===== config.mk =====
export PLATFORM = sky130hd
export DESIGN_NAME = nine_input_perceptron_trainer_top_flat
export DESIGN_NICKNAME = d
export VERILOG_FILES = /design/src/rtl/npt_pkg.sv /design/src/rtl/npt_ifs.sv /design/src/rtl/npt_sequencer.sv /design/src/rtl/npt_datapath.sv /design/src/rtl/nine_input_perceptron_trainer_top.sv /design/src/flat_wrapper.sv
export SDC_FILE = /design/constraint.sdc
export NUM_CORES = 2
export LEC_CHECK = 0
export BUFFER_PORTS_ARGS = -buffer_cell sky130_fd_sc_hd__buf_2
export CAP_MARGIN = 25
export CORE_MARGIN = 2
export CORE_UTILIZATION = 25
export CTS_CLUSTER_DIAMETER = 120
export CTS_CLUSTER_SIZE = 40
export DETAILED_ROUTE_END_ITERATION = 8
export PLACE_DENSITY = 0.48
export RECOVER_POWER = 50
export SYNTH_ARGS = -nofsm -noshare
export SYNTH_HDL_FRONTEND = slang
export SYNTH_HIERARCHICAL = 1
export SYNTH_SLANG_ARGS = --single-unit

===== constraint.sdc =====
create_clock -name clk -period 9.41 [get_ports clk]
set_input_delay 1.4115 -clock clk [delete_from_list [all_inputs] [get_ports clk]]
set_output_delay 1.4115 -clock clk [all_outputs]
set_load 0.02 [all_outputs]

===== src/rtl/npt_pkg.sv =====
// Shared constants, control word and status types for the perceptron trainer.
// Holds the microcode program as a function. No dependencies.
package npt_pkg;

  localparam int NUM_ATTR = 9;
  localparam int ATTR_W   = 16;
  localparam int WGT_W    = 32;
  localparam int LR_W     = 16;
  localparam int SUM_W    = 32;
  localparam int CLS_W    = 16;
  localparam int FRAC_W   = 16;
  localparam int IDX_W    = (NUM_ATTR > 1) ? $clog2(NUM_ATTR) : 1;

  // multiplier: A takes weight, error or step; B takes attribute or learning rate
  localparam int MA_W     = WGT_W + 1;
  localparam int MB_W     = ATTR_W + 1;
  localparam int PROD_W   = MA_W + MB_W;
  localparam int ACC_W    = PROD_W + IDX_W;
  localparam int STEP_W   = MA_W;

  localparam logic [LR_W-1:0] LR_RESET = 16'd6554;

  localparam int PC_W = 4;
  typedef logic [PC_W-1:0] upc_t;

  localparam upc_t UA_IDLE  = 4'd0;
  localparam upc_t UA_DOT   = 4'd1;
  localparam upc_t UA_DRAIN = 4'd2;
  localparam upc_t UA_SUM   = 4'd3;
  localparam upc_t UA_ERR   = 4'd4;
  localparam upc_t UA_STEP  = 4'd5;
  localparam upc_t UA_WAIT  = 4'd6;
  localparam upc_t UA_UPD   = 4'd7;
  localparam upc_t UA_FLUSH = 4'd8;
  localparam upc_t UA_OUT   = 4'd9;

  typedef enum logic [1:0] {
    MUL_NONE,
    MUL_DOT,
    MUL_STEP,
    MUL_UPD
  } mul_sel_t;

  typedef enum logic [2:0] {
    C_NEVER,
    C_NO_INPUT,
    C_MORE_IDX,
    C_CLASSIFY,
    C_ERR_ZERO,
    C_OUT_BUSY
  } cond_t;

  typedef struct packed {
    logic     take;
    mul_sel_t mul_sel;
    logic     idx_clr;
    logic     idx_inc;
    logic     sum_ld;
    logic     err_ld;
    logic     out_ld;
    cond_t    cond;
    upc_t     target;
    logic     ret;
  } ctrl_t;

  typedef struct packed {
    logic in_valid;
    logic more_idx;
    logic classify;
    logic err_zero;
    logic out_busy;
  } status_t;

  // control store: one word per step, jump to target when the condition holds
  function automatic ctrl_t ucode(input upc_t pc);
    ctrl_t cw;
    cw         = '0;
    cw.mul_sel = MUL_NONE;
    cw.cond    = C_NEVER;
    cw.target  = UA_IDLE;
    case (pc)
      UA_IDLE: begin
        cw.take    = 1'b1;
        cw.idx_clr = 1'b1;
        cw.cond    = C_NO_INPUT;
        cw.target  = UA_IDLE;
      end
      UA_DOT: begin
        cw.mul_sel = MUL_DOT;
        cw.idx_inc = 1'b1;
        cw.cond    = C_MORE_IDX;
        cw.target  = UA_DOT;
      end
      UA_DRAIN: begin
        cw.cond = C_NEVER;
      end
      UA_SUM: begin
        cw.sum_ld = 1'b1;
      end
      UA_ERR: begin
        cw.err_ld  = 1'b1;
        cw.idx_clr = 1'b1;
        cw.cond    = C_CLASSIFY;
        cw.target  = UA_OUT;
      end
      UA_STEP: begin
        cw.mul_sel = MUL_STEP;
        cw.cond    = C_ERR_ZERO;
        cw.target  = UA_OUT;
      end
      UA_WAIT: begin
        cw.cond = C_NEVER;
      end
      UA_UPD: begin
        cw.mul_sel = MUL_UPD;
        cw.idx_inc = 1'b1;
        cw.cond    = C_MORE_IDX;
        cw.target  = UA_UPD;
      end
      UA_FLUSH: begin
        cw.cond = C_NEVER;
      end
      UA_OUT: begin
        cw.out_ld = 1'b1;
        cw.cond   = C_OUT_BUSY;
        cw.target = UA_OUT;
        cw.ret    = 1'b1;
      end
      default: begin
        cw.ret = 1'b1;
      end
    endcase
    return cw;
  endfunction

endpackage


===== src/rtl/npt_ifs.sv =====
// Channel interfaces of the perceptron trainer: sample input, result output
// and learning-rate write. Depends on npt_pkg for field widths.
interface npt_in_if import npt_pkg::*; ();
  logic                     valid;
  logic                     ready;
  logic                     operation;
  logic signed [ATTR_W-1:0] population;
  logic signed [ATTR_W-1:0] population_change;
  logic signed [ATTR_W-1:0] age_share;
  logic signed [ATTR_W-1:0] black_share;
  logic signed [ATTR_W-1:0] hispanic_share;
  logic signed [ATTR_W-1:0] bachelor_share;
  logic signed [ATTR_W-1:0] income_level;
  logic signed [ATTR_W-1:0] poverty_share;
  logic signed [ATTR_W-1:0] density_level;
  logic                     label;

  modport source (
    output valid, operation, population, population_change, age_share, black_share,
           hispanic_share, bachelor_share, income_level, poverty_share, density_level,
           label,
    input  ready
  );
  modport sink (
    input  valid, operation, population, population_change, age_share, black_share,
           hispanic_share, bachelor_share, income_level, poverty_share, density_level,
           label,
    output ready
  );
endinterface

interface npt_out_if import npt_pkg::*; ();
  logic                    valid;
  logic                    ready;
  logic signed [SUM_W-1:0] weighted_sum;
  logic signed [CLS_W-1:0] rounded_class;

  modport source (output valid, weighted_sum, rounded_class, input ready);
  modport sink   (input valid, weighted_sum, rounded_class, output ready);
endinterface

interface npt_cfg_if import npt_pkg::*; ();
  logic            valid;
  logic            ready;
  logic [LR_W-1:0] learning_rate;

  modport source (output valid, learning_rate, input ready);
  modport sink   (input valid, learning_rate, output ready);
endinterface


===== src/rtl/npt_sequencer.sv =====
// Microcode sequencer: step counter, control store lookup and conditional jumps.
// Depends on npt_pkg for the program and control/status types.
module npt_sequencer import npt_pkg::*; (
  input  logic    clk,
  input  logic    rst_n,
  input  status_t stat,
  output ctrl_t   ctrl
);

  upc_t pc_r;
  upc_t pc_nxt;
  logic jump;

  always_comb begin
    ctrl = ucode(pc_r);
  end

  always_comb begin
    case (ctrl.cond)
      C_NEVER:    jump = 1'b0;
      C_NO_INPUT: jump = ~stat.in_valid;
      C_MORE_IDX: jump = stat.more_idx;
      C_CLASSIFY: jump = stat.classify;
      C_ERR_ZERO: jump = stat.err_zero;
      C_OUT_BUSY: jump = stat.out_busy;
      default:    jump = 1'b0;
    endcase
  end

  always_comb begin
    if (jump) begin
      pc_nxt = ctrl.target;
    end else if (ctrl.ret) begin
      pc_nxt = UA_IDLE;
    end else begin
      pc_nxt = pc_r + upc_t'(1);
    end
  end

  always_ff @(posedge clk) begin
    if (!rst_n) begin
      pc_r <= UA_IDLE;
    end else begin
      pc_r <= pc_nxt;
    end
  end

  a_take_starts_dot: assert property (@(posedge clk) disable iff (!rst_n)
    (pc_r == UA_IDLE && stat.in_valid) |=> (pc_r == UA_DOT))
    else $error("accepted word did not start the dot product");

  a_out_returns_idle: assert property (@(posedge clk) disable iff (!rst_n)
    (pc_r == UA_OUT && !stat.out_busy) |=> (pc_r == UA_IDLE))
    else $error("sequencer did not return to idle after result load");

  a_pc_in_program: assert property (@(posedge clk) disable iff (!rst_n)
    pc_r <= UA_OUT)
    else $error("step counter left the program");

endmodule


===== src/rtl/npt_datapath.sv =====
// Datapath: weight and attribute registers, one shared multiplier with a
// tagged product stage, accumulator, rounding and the output register. Uses npt_pkg.
module npt_datapath import npt_pkg::*; (
  input  logic           clk,
  input  logic           rst_n,
  input  ctrl_t          ctrl,
  output status_t        stat,
  npt_in_if.sink         in_ch,
  npt_out_if.source      out_ch,
  npt_cfg_if.sink        cfg_ch
);

  localparam int HALF     = 2 ** (FRAC_W - 1);
  localparam int ACC_SH_W = ACC_W - FRAC_W;
  localparam int P_SH_W   = PROD_W - FRAC_W;
  localparam int S_SH_W   = SUM_W + 1 - FRAC_W;

  localparam logic signed [SUM_W-1:0] SUM_MAX = {1'b0, {(SUM_W-1){1'b1}}};
  localparam logic signed [SUM_W-1:0] SUM_MIN = {1'b1, {(SUM_W-1){1'b0}}};
  localparam logic signed [CLS_W-1:0] CLS_MAX = {1'b0, {(CLS_W-1){1'b1}}};
  localparam logic signed [CLS_W-1:0] CLS_MIN = {1'b1, {(CLS_W-1){1'b0}}};
  localparam logic signed [WGT_W-1:0] WGT_MAX = {1'b0, {(WGT_W-1){1'b1}}};
  localparam logic signed [WGT_W-1:0] WGT_MIN = {1'b1, {(WGT_W-1){1'b0}}};

  logic                     take;
  logic                     out_load;
  logic [LR_W-1:0]          lr_r;
  logic signed [ATTR_W-1:0] attr_in [NUM_ATTR];
  logic signed [ATTR_W-1:0] attr_r  [NUM_ATTR];
  logic signed [WGT_W-1:0]  wgt_r   [NUM_ATTR];
  logic                     op_r;
  logic                     label_r;
  logic [IDX_W-1:0]         idx_r;
  logic                     more_idx;

  logic signed [MA_W-1:0]   mul_a;
  logic signed [MB_W-1:0]   mul_b;
  logic signed [PROD_W-1:0] prod_r;
  mul_sel_t                 p_kind_r;
  logic [IDX_W-1:0]         p_idx_r;
  logic signed [WGT_W-1:0]  p_wgt_r;

  logic signed [ACC_W-1:0]  acc_r;
  logic signed [ACC_W-1:0]  acc_rnd;
  logic signed [ACC_SH_W-1:0] acc_sh;
  logic signed [SUM_W-1:0]  sum_r;
  logic signed [SUM_W-1:0]  sum_nxt;

  logic signed [SUM_W:0]    s_rnd;
  logic signed [S_SH_W-1:0] s_sh;
  logic signed [CLS_W-1:0]  cls_r;
  logic signed [CLS_W-1:0]  cls_nxt;
  logic signed [MA_W-1:0]   err_r;
  logic signed [MA_W-1:0]   err_nxt;

  logic signed [PROD_W-1:0] p_rnd;
  logic signed [P_SH_W-1:0] p_sh;
  logic signed [STEP_W-1:0] step_r;
  logic signed [STEP_W-1:0] step_nxt;

  logic signed [PROD_W:0]   w_sum;
  logic signed [WGT_W-1:0]  wgt_nxt;

  logic                     out_valid_r;
  logic signed [SUM_W-1:0]  ws_r;
  logic signed [CLS_W-1:0]  rc_r;

  // handshake and status
  assign take         = ctrl.take & in_ch.valid;
  assign in_ch.ready  = ctrl.take;
  assign cfg_ch.ready = 1'b1;
  assign more_idx     = (idx_r != IDX_W'(NUM_ATTR - 1));

  assign stat.in_valid = in_ch.valid;
  assign stat.more_idx = more_idx;
  assign stat.classify = op_r;
  assign stat.err_zero = (err_r == '0);
  assign stat.out_busy = out_valid_r & ~out_ch.ready;

  assign out_load = ctrl.out_ld & ~stat.out_busy;

  assign out_ch.valid         = out_valid_r;
  assign out_ch.weighted_sum  = ws_r;
  assign out_ch.rounded_class = rc_r;

  always_comb begin
    attr_in[0] = in_ch.population;
    attr_in[1] = in_ch.population_change;
    attr_in[2] = in_ch.age_share;
    attr_in[3] = in_ch.black_share;
    attr_in[4] = in_ch.hispanic_share;
    attr_in[5] = in_ch.bachelor_share;
    attr_in[6] = in_ch.income_level;
    attr_in[7] = in_ch.poverty_share;
    attr_in[8] = in_ch.density_level;
  end

  // shared multiplier operand select
  always_comb begin
    case (ctrl.mul_sel)
      MUL_DOT: begin
        mul_a = MA_W'(wgt_r[idx_r]);
        mul_b = MB_W'(attr_r[idx_r]);
      end
      MUL_STEP: begin
        mul_a = err_r;
        mul_b = $signed({1'b0, lr_r});
      end
      MUL_UPD: begin
        mul_a = step_r;
        mul_b = MB_W'(attr_r[idx_r]);
      end
      default: begin
        mul_a = '0;
        mul_b = '0;
      end
    endcase
  end

  // round half away from zero: bias by half, one less when negative
  always_comb begin
    acc_rnd = acc_r + (acc_r[ACC_W-1] ? ACC_W'(HALF - 1) : ACC_W'(HALF));
    acc_sh  = acc_rnd[ACC_W-1:FRAC_W];
    if ((&acc_sh[ACC_SH_W-1:SUM_W-1]) | ~(|acc_sh[ACC_SH_W-1:SUM_W-1])) begin
      sum_nxt = acc_sh[SUM_W-1:0];
    end else begin
      sum_nxt = acc_sh[ACC_SH_W-1] ? SUM_MIN : SUM_MAX;
    end
  end

  always_comb begin
    s_rnd = (SUM_W + 1)'(sum_r) + (sum_r[SUM_W-1] ? (SUM_W + 1)'(HALF - 1) :
                                                   (SUM_W + 1)'(HALF));
    s_sh  = s_rnd[SUM_W:FRAC_W];
    if (s_sh[S_SH_W-1] == s_sh[CLS_W-1]) begin
      cls_nxt = s_sh[CLS_W-1:0];
    end else begin
      cls_nxt = s_sh[S_SH_W-1] ? CLS_MIN : CLS_MAX;
    end
    err_nxt = $signed({{(MA_W-FRAC_W-1){1'b0}}, label_r, {FRAC_W{1'b0}}}) - MA_W'(sum_r);
  end

  always_comb begin
    p_rnd    = prod_r + (prod_r[PROD_W-1] ? PROD_W'(HALF - 1) : PROD_W'(HALF));
    p_sh     = p_rnd[PROD_W-1:FRAC_W];
    step_nxt = p_sh[STEP_W-1:0];
  end

  always_comb begin
    w_sum = (PROD_W + 1)'(p_wgt_r) + (PROD_W + 1)'(prod_r);
    if ((&w_sum[PROD_W:WGT_W-1]) | ~(|w_sum[PROD_W:WGT_W-1])) begin
      wgt_nxt = w_sum[WGT_W-1:0];
    end else begin
      wgt_nxt = w_sum[PROD_W] ? WGT_MIN : WGT_MAX;
    end
  end

  // control state, weights and learning rate
  always_ff @(posedge clk) begin
    if (!rst_n) begin
      lr_r        <= LR_RESET;
      idx_r       <= '0;
      p_kind_r    <= MUL_NONE;
      out_valid_r <= 1'b0;
      for (int i = 0; i < NUM_ATTR; i++) begin
        wgt_r[i] <= '0;
      end
    end else begin
      if (cfg_ch.valid) begin
        lr_r <= cfg_ch.learning_rate;
      end
      if (ctrl.idx_clr) begin
        idx_r <= '0;
      end else if (ctrl.idx_inc && more_idx) begin
        idx_r <= idx_r + IDX_W'(1);
      end
      p_kind_r <= ctrl.mul_sel;
      if (p_kind_r == MUL_UPD) begin
        wgt_r[p_idx_r] <= wgt_nxt;
      end
      if (out_load) begin
        out_valid_r <= 1'b1;
      end else if (out_ch.ready) begin
        out_valid_r <= 1'b0;
      end
    end
  end

  // payload registers
  always_ff @(posedge clk) begin
    if (take) begin
      op_r    <= in_ch.operation;
      label_r <= in_ch.label;
      for (int i = 0; i < NUM_ATTR; i++) begin
        attr_r[i] <= attr_in[i];
      end
    end
    prod_r  <= mul_a * mul_b;
    p_idx_r <= idx_r;
    p_wgt_r <= wgt_r[idx_r];
    if (take) begin
      acc_r <= '0;
    end else if (p_kind_r == MUL_DOT) begin
      acc_r <= acc_r + ACC_W'(prod_r);
    end
    if (p_kind_r == MUL_STEP) begin
      step_r <= step_nxt;
    end
    if (ctrl.sum_ld) begin
      sum_r <= sum_nxt;
    end
    if (ctrl.err_ld) begin
      err_r <= err_nxt;
      cls_r <= cls_nxt;
    end
    if (out_load) begin
      ws_r <= sum_r;
      rc_r <= cls_r;
    end
  end

  a_idx_range: assert property (@(posedge clk) disable iff (!rst_n)
    idx_r <= IDX_W'(NUM_ATTR - 1))
    else $error("attribute index out of range");

  a_no_update_on_classify: assert property (@(posedge clk) disable iff (!rst_n)
    (p_kind_r == MUL_UPD) |-> !op_r)
    else $error("weight update issued for a classify word");

  a_result_loaded: assert property (@(posedge clk) disable iff (!rst_n)
    out_load |=> (out_valid_r && ws_r == $past(sum_r) && rc_r == $past(cls_r)))
    else $error("result register not loaded with the current sum");

endmodule


===== src/rtl/nine_input_perceptron_trainer_top.sv =====
// Nine-input linear neuron trained by the delta rule.
// Sample words enter on in_ch (valid/ready): nine signed Q8.8 attributes, a 0/1
// label and an operation (0 train, 1 classify). Each word gives one result word
// on out_ch: the weighted sum before any update (signed Q16.16, saturated) and
// that sum rounded to the nearest integer (saturated to 16 bits).
// cfg_ch writes the learning rate (unsigned Q0.16); ready is always high.
// One shared 33x17 multiplier, driven by a ten-step microcode program, walks the
// nine products of the sum and then, for a train word, the nine weight updates;
// that loop sets the rate. A classify word goes from the error step straight to the
// result register; a train word with zero error skips the updates. Ready returns
// the cycle after the result is loaded, so no new word is taken before that.
// The result register holds a finished word while the sink stalls; the next
// sample is accepted meanwhile, and the program waits in its last step only if
// a second result is ready before the first is taken.
// Reset (rst_n low, synchronous) zeroes all weights, sets the learning rate to
// 6554 (about 0.1), empties the result register and returns to idle.
// Depends on npt_pkg, the channel interfaces, npt_sequencer and npt_datapath.
module nine_input_perceptron_trainer_top import npt_pkg::*; (
  input  logic       clk,
  input  logic       rst_n,
  npt_in_if.sink     in_ch,
  npt_out_if.source  out_ch,
  npt_cfg_if.sink    cfg_ch
);

  ctrl_t   ctrl;
  status_t stat;

  npt_sequencer u_seq (
    .clk   (clk),
    .rst_n (rst_n),
    .stat  (stat),
    .ctrl  (ctrl)
  );

  npt_datapath u_dp (
    .clk    (clk),
    .rst_n  (rst_n),
    .ctrl   (ctrl),
    .stat   (stat),
    .in_ch  (in_ch),
    .out_ch (out_ch),
    .cfg_ch (cfg_ch)
  );

endmodule

===== src/flat_wrapper.sv =====
// flat-port wrapper written by rule: the top's interface ports become plain ports
module nine_input_perceptron_trainer_top_flat import npt_pkg::*;
  (clk, rst_n, in_ch_valid, in_ch_operation, in_ch_population, in_ch_population_change, in_ch_age_share, in_ch_black_share, in_ch_hispanic_share, in_ch_bachelor_share, in_ch_income_level, in_ch_poverty_share, in_ch_density_level, in_ch_label, in_ch_ready, out_ch_valid, out_ch_weighted_sum, out_ch_rounded_class, out_ch_ready, cfg_ch_valid, cfg_ch_learning_rate, cfg_ch_ready);
  npt_in_if in_ch_i ();
  npt_out_if out_ch_i ();
  npt_cfg_if cfg_ch_i ();
  input  logic clk;
  input  logic rst_n;
  input wire logic [$bits(in_ch_i.valid)-1:0] in_ch_valid;
  input wire logic [$bits(in_ch_i.operation)-1:0] in_ch_operation;
  input wire logic [$bits(in_ch_i.population)-1:0] in_ch_population;
  input wire logic [$bits(in_ch_i.population_change)-1:0] in_ch_population_change;
  input wire logic [$bits(in_ch_i.age_share)-1:0] in_ch_age_share;
  input wire logic [$bits(in_ch_i.black_share)-1:0] in_ch_black_share;
  input wire logic [$bits(in_ch_i.hispanic_share)-1:0] in_ch_hispanic_share;
  input wire logic [$bits(in_ch_i.bachelor_share)-1:0] in_ch_bachelor_share;
  input wire logic [$bits(in_ch_i.income_level)-1:0] in_ch_income_level;
  input wire logic [$bits(in_ch_i.poverty_share)-1:0] in_ch_poverty_share;
  input wire logic [$bits(in_ch_i.density_level)-1:0] in_ch_density_level;
  input wire logic [$bits(in_ch_i.label)-1:0] in_ch_label;
  output wire logic [$bits(in_ch_i.ready)-1:0] in_ch_ready;
  output wire logic [$bits(out_ch_i.valid)-1:0] out_ch_valid;
  output wire logic [$bits(out_ch_i.weighted_sum)-1:0] out_ch_weighted_sum;
  output wire logic [$bits(out_ch_i.rounded_class)-1:0] out_ch_rounded_class;
  input wire logic [$bits(out_ch_i.ready)-1:0] out_ch_ready;
  input wire logic [$bits(cfg_ch_i.valid)-1:0] cfg_ch_valid;
  input wire logic [$bits(cfg_ch_i.learning_rate)-1:0] cfg_ch_learning_rate;
  output wire logic [$bits(cfg_ch_i.ready)-1:0] cfg_ch_ready;
  assign in_ch_i.valid = in_ch_valid;
  assign in_ch_i.operation = in_ch_operation;
  assign in_ch_i.population = in_ch_population;
  assign in_ch_i.population_change = in_ch_population_change;
  assign in_ch_i.age_share = in_ch_age_share;
  assign in_ch_i.black_share = in_ch_black_share;
  assign in_ch_i.hispanic_share = in_ch_hispanic_share;
  assign in_ch_i.bachelor_share = in_ch_bachelor_share;
  assign in_ch_i.income_level = in_ch_income_level;
  assign in_ch_i.poverty_share = in_ch_poverty_share;
  assign in_ch_i.density_level = in_ch_density_level;
  assign in_ch_i.label = in_ch_label;
  assign in_ch_ready = in_ch_i.ready;
  assign out_ch_valid = out_ch_i.valid;
  assign out_ch_weighted_sum = out_ch_i.weighted_sum;
  assign out_ch_rounded_class = out_ch_i.rounded_class;
  assign out_ch_i.ready = out_ch_ready;
  assign cfg_ch_i.valid = cfg_ch_valid;
  assign cfg_ch_i.learning_rate = cfg_ch_learning_rate;
  assign cfg_ch_ready = cfg_ch_i.ready;
  nine_input_perceptron_trainer_top u_core (.clk(clk), .rst_n(rst_n), .in_ch(in_ch_i), .out_ch(out_ch_i), .cfg_ch(cfg_ch_i));
endmodule

==> impl_metrics.sql <==
INSERT INTO impl_metrics (metric_group, metric, value, unit) VALUES
('drt', 'routed_via_density', '4.85', ''),
('floorplanning', 'placeableCoreArea', '265000', 'sq um'),
('power_and_ir_drop', 'total_power', '0.0169', 'W'),
('global_route', 'gr-usage-met1', '0.213', ''),
('run_status', 'outcome', 'finished, violations left', ''),
('power_and_ir_drop', 'total_switching_power', '0.00745', 'W'),
('drt', 'routed_wire_length_per_instance', '22.8', 'um'),
('drt', 'vias', '46058', ''),
('global_route', 'globalRouteMet3Util', '0.0183', ''),
('global_route', 'antenna_violations_before_repair', '13', ''),
('sta', 'tns', '0', 'ps'),
('sta', 'finalMaxSlewViolations', '964', ''),
('logic_synthesis', 'synth_cells', '5717', ''),
('setup_path', 'critical_path_arrival', '9700', 'ps'),
('clock_network', 'tritoncts.num_buffers', '38', ''),
('cells_and_area', 'drive_above_1_share', '0.130', ''),
('drt', 'antenna_left', '0', ''),
('placed_design', 'port_buffers', '216', ''),
('setup_path', 'critical-path-top-cell-by-count', 'sky130_fd_sc_hd__fa_1', ''),
('sta', 'timing.slew.headroom', '-1.32', ''),
('min_path', 'hp-start', 'u_core/u_dp/idx_r[0]', ''),
('logic_synthesis', 'syn_nets', '6695', ''),
('clock_network', 'clock-sinks', '991', ''),
('setup_path', 'worst_ep_required_time', '10010', 'ps'),
('clock_network', 'clk_transition_reported_paths', '140', 'ps'),
('logic_synthesis', 'yosysWarningCount', '6', ''),
('cells_and_area', 'seqCellArea', '28100', 'sq um'),
('global_route', 'first_pass_grt_wire_length', '318000', 'um'),
('clock_network', 'tritoncts', 'done', ''),
('global_route', 'globalRouteOverflowTotal', '0', ''),
('power_and_ir_drop', 'power.share.sequential', '0.355', ''),
('sta', 'worst_slew_pin_slew', '3480', 'ps'),
('clock_network', 'max-clock-path-buffers', '3', ''),
('sta', 'grt_setup_unrepaired', 'false', ''),
('logic_synthesis', 'syn_area_per_cell', '11.6', 'sq um'),
('setup_path', 'critical_path.slowest_cell', 'sky130_fd_sc_hd__mux4_2', ''),
('cells_and_area', 'areaGrowthSynthToFinish', '12.3', '%'),
('drt', 'detail_route.first_pass.iterations', '5', ''),
('setup_path', 'crit_type', 'reg2reg', ''),
('clock_network', 'root_buffer', 'sky130_fd_sc_hd__clkbuf_16', ''),
('cells_and_area', 'area_occupied_by_multi_input_gates', '34800', 'sq um'),
('sta', 'clock_skew', '81.3', 'ps'),
('power_and_ir_drop', 'power-per-cell-area', '227', 'nW/um^2'),
('clock_network', 'post_cts_hold_buffer_count', '0', ''),
('setup_path', 'worst-r2r-setup-slack', '320', 'ps'),
('floorplanning', 'die-area', '269000', 'sq um'),
('setup_path', 'cpPeakStageDelay', '570', 'ps'),
('sta', 'hold_viol', '0', ''),
('power_and_ir_drop', 'power_switching_share', '0.440', ''),
('flow_run', 'cap_viol_max_count', '27', ''),
('placed_design', 'final_weighted_congestion_in_routability_driven_placement', '0.906', ''),
('setup_path', 'timing.rr.end', 'u_core/u_dp/prod_r[48]', ''),
('sta', 'fmax', '0.110', 'GHz'),
('setup_path', 'setup.worst_path.end_class', 'flop', ''),
('sta', 'setup_viol', '0', ''),
('setup_path', 'setup.worst_path.start_class', 'flop', ''),
('run_status', 'failed_checks', 'max-capacitance violations, max-slew violations', ''),
('drt', 'drtIter0Drc', '4061', ''),
('drt', 'drcViolationCount', '0', ''),
('floorplanning', 'placementRows', '189', ''),
('min_path', 'hold-path-endpoint', 'u_core/u_dp/p_idx_r[0]', ''),
('floorplanning', 'initial_core_utilization', '0.251', ''),
('min_path', 'worst_hold_path_stage_count', '0', ''),
('power_and_ir_drop', 'power_frac_comb', '0.501', ''),
('power_and_ir_drop', 'power.clock.fraction', '0.144', ''),
('power_and_ir_drop', 'ir_drop', '0.000170', 'V'),
('power_and_ir_drop', 'internal_power', '0.00948', 'W'),
('clock_network', 'worst_skew_pair.late_latency', '730', 'ps'),
('sta', 'timing.final.crit_share', '0.966', ''),
('setup_path', 'worstPathMaxFanout', '16', ''),
('clock_network', 'h-tree-depth', '2', '');
==> power groups by stage <==
stage	Sequential (W)	Clock (W)	Combinational (W)
final	0.00601	0.00244	0.00847
after global routing	0.00607	0.00264	0.00930
after CTS	0.00600	0.00253	0.00846
after detailed placement	0.00609	0	0.00834
after global placement	0.00609	0	0.00834
after floorplan	0.00591	0	0.00545
==> worst max-delay path: cells and delay by family, from the launching register on <==
| kind | cells | cell delay (ps) |
|---|---|---|
| adder cells (fa/ha/maj) | 7 | 3240 |
| XOR/XNOR | 1 | 160 |
| buffers and inverters | 9 | 1180 |
| AND/OR/NAND/NOR | 2 | 280 |
| AO/OA/AOI/OAI | 11 | 2160 |
| flip-flops | 1 | 490 |
| multiplexers | 3 | 1430 |
==> layout make-up <==
cell class                 count  share of cell area
multi-input combinational   3789               0.468
antenna                        5            0.000168
clock inverter                20             0.00551
timing repair buffer         493              0.0457
clock buffer                  50              0.0134
inverter                     623              0.0314
sequential                   991               0.377
tap                         3533              0.0594
==> state kept, by name (all words and copies together), names as in the netlist, 16 cells and up, named ones only <==
name                              count
u_core/u_dp/sum_r                    32
u_core/u_dp/step_r                   33
u_core/u_dp/lr_r                     16
u_core/u_dp/p_wgt_r                  32
u_core/u_dp/prod_r                   50
u_core/u_dp/cls_r                    16
u_core/u_dp/wgt_r                   512
u_core/u_dp/acc_r                    54
u_core/u_dp/out_ch.rounded_class     16
u_core/u_dp/out_ch.weighted_sum      32
u_core/u_dp/err_r                    33
u_core/u_dp/attr_r                  144
==> metrics by stage <==
stage | area (sq um) | worst slack [ps] | hold WS, ps | util | std cells
6_report | 74500 | 316 | 400 | 0.281 | 9504
5_1_grt | 74500 | 2.50 | 415 | 0.281 | 9501
4_1_cts | 74500 | 23.4 | 401 | 0.282 | 9485
3_5_place_dp | 73100 | 91.5 | 381 | 0.276 | 9415
3_3_place_gp | 73100 | 215 | 379 | 0.276 | 9411
2_1_floorplan | 66300 | 93.0 | 363 | - | 5717
==> worst max path at each step <==
| stage | endpoint | slack (ps) | start |
|---|---|---|---|
| 2_1_floorplan | u_core/u_dp/prod_r[48] | 90 | flop |
| 3_3_place_gp | u_core/u_dp/prod_r[49] | 210 | flop |
| 3_5_place_dp | u_core/u_dp/prod_r[46] | 90 | flop |
| 4_1_cts | u_core/u_dp/prod_r[46] | 20 | flop |
| 5_1_grt | u_core/u_dp/prod_r[49] | 2 | flop |
| 6_report | u_core/u_dp/prod_r[48] | 320 | flop |
==> per-layer routing <==
layer  up-vias  part of all wire
met5         -                 0
met4         0             0.024
met3       213             0.055
met2      1450              0.49
met1     23865              0.43
li1      20530                 -
==> placed cells by master (no fill, tap or decap), types with 18 or more instances in the layout <==
cell type and count:
sky130_fd_sc_hd__xnor2_1 148, sky130_fd_sc_hd__xor2_1 92, sky130_fd_sc_hd__and2_1 28, sky130_fd_sc_hd__buf_2 166, sky130_fd_sc_hd__a22o_1 33, sky130_fd_sc_hd__nand3_1 66, sky130_fd_sc_hd__clkbuf_16 39, sky130_fd_sc_hd__a21o_1 103
sky130_fd_sc_hd__nor3_1 49, sky130_fd_sc_hd__nand2_1 489, sky130_fd_sc_hd__o21bai_1 21, sky130_fd_sc_hd__nand2b_1 45, sky130_fd_sc_hd__o22ai_1 250, sky130_fd_sc_hd__or2_2 18, sky130_fd_sc_hd__and3_1 38, sky130_fd_sc_hd__mux2_2 30
sky130_fd_sc_hd__clkbuf_1 96, sky130_fd_sc_hd__a31oi_1 19, sky130_fd_sc_hd__o21ai_0 182, sky130_fd_sc_hd__fa_1 539, sky130_fd_sc_hd__a211oi_1 27, sky130_fd_sc_hd__buf_12 30, sky130_fd_sc_hd__o211ai_1 21, sky130_fd_sc_hd__a22oi_1 30
sky130_fd_sc_hd__mux2i_1 41, sky130_fd_sc_hd__inv_1 621, sky130_fd_sc_hd__edfxtp_1 820, sky130_fd_sc_hd__mux4_2 192, sky130_fd_sc_hd__nand4_1 52, sky130_fd_sc_hd__nor4_1 20, sky130_fd_sc_hd__a21oi_1 236, sky130_fd_sc_hd__dfxtp_1 167
sky130_fd_sc_hd__ha_1 272, sky130_fd_sc_hd__nor2_1 457, sky130_fd_sc_hd__o21a_1 26, sky130_fd_sc_hd__buf_4 208, sky130_fd_sc_hd__nor2b_1 53
==> timing repair <==
item,4_1_cts,5_1_grt
pin swaps,0,1
setup endpoints to repair,1,7
buffers inserted,0,11
gates cloned,0,1
hold endpoints to repair,0,0
gates resized for setup,2,7
No activity file was read; power rests on OpenSTA's default activity.
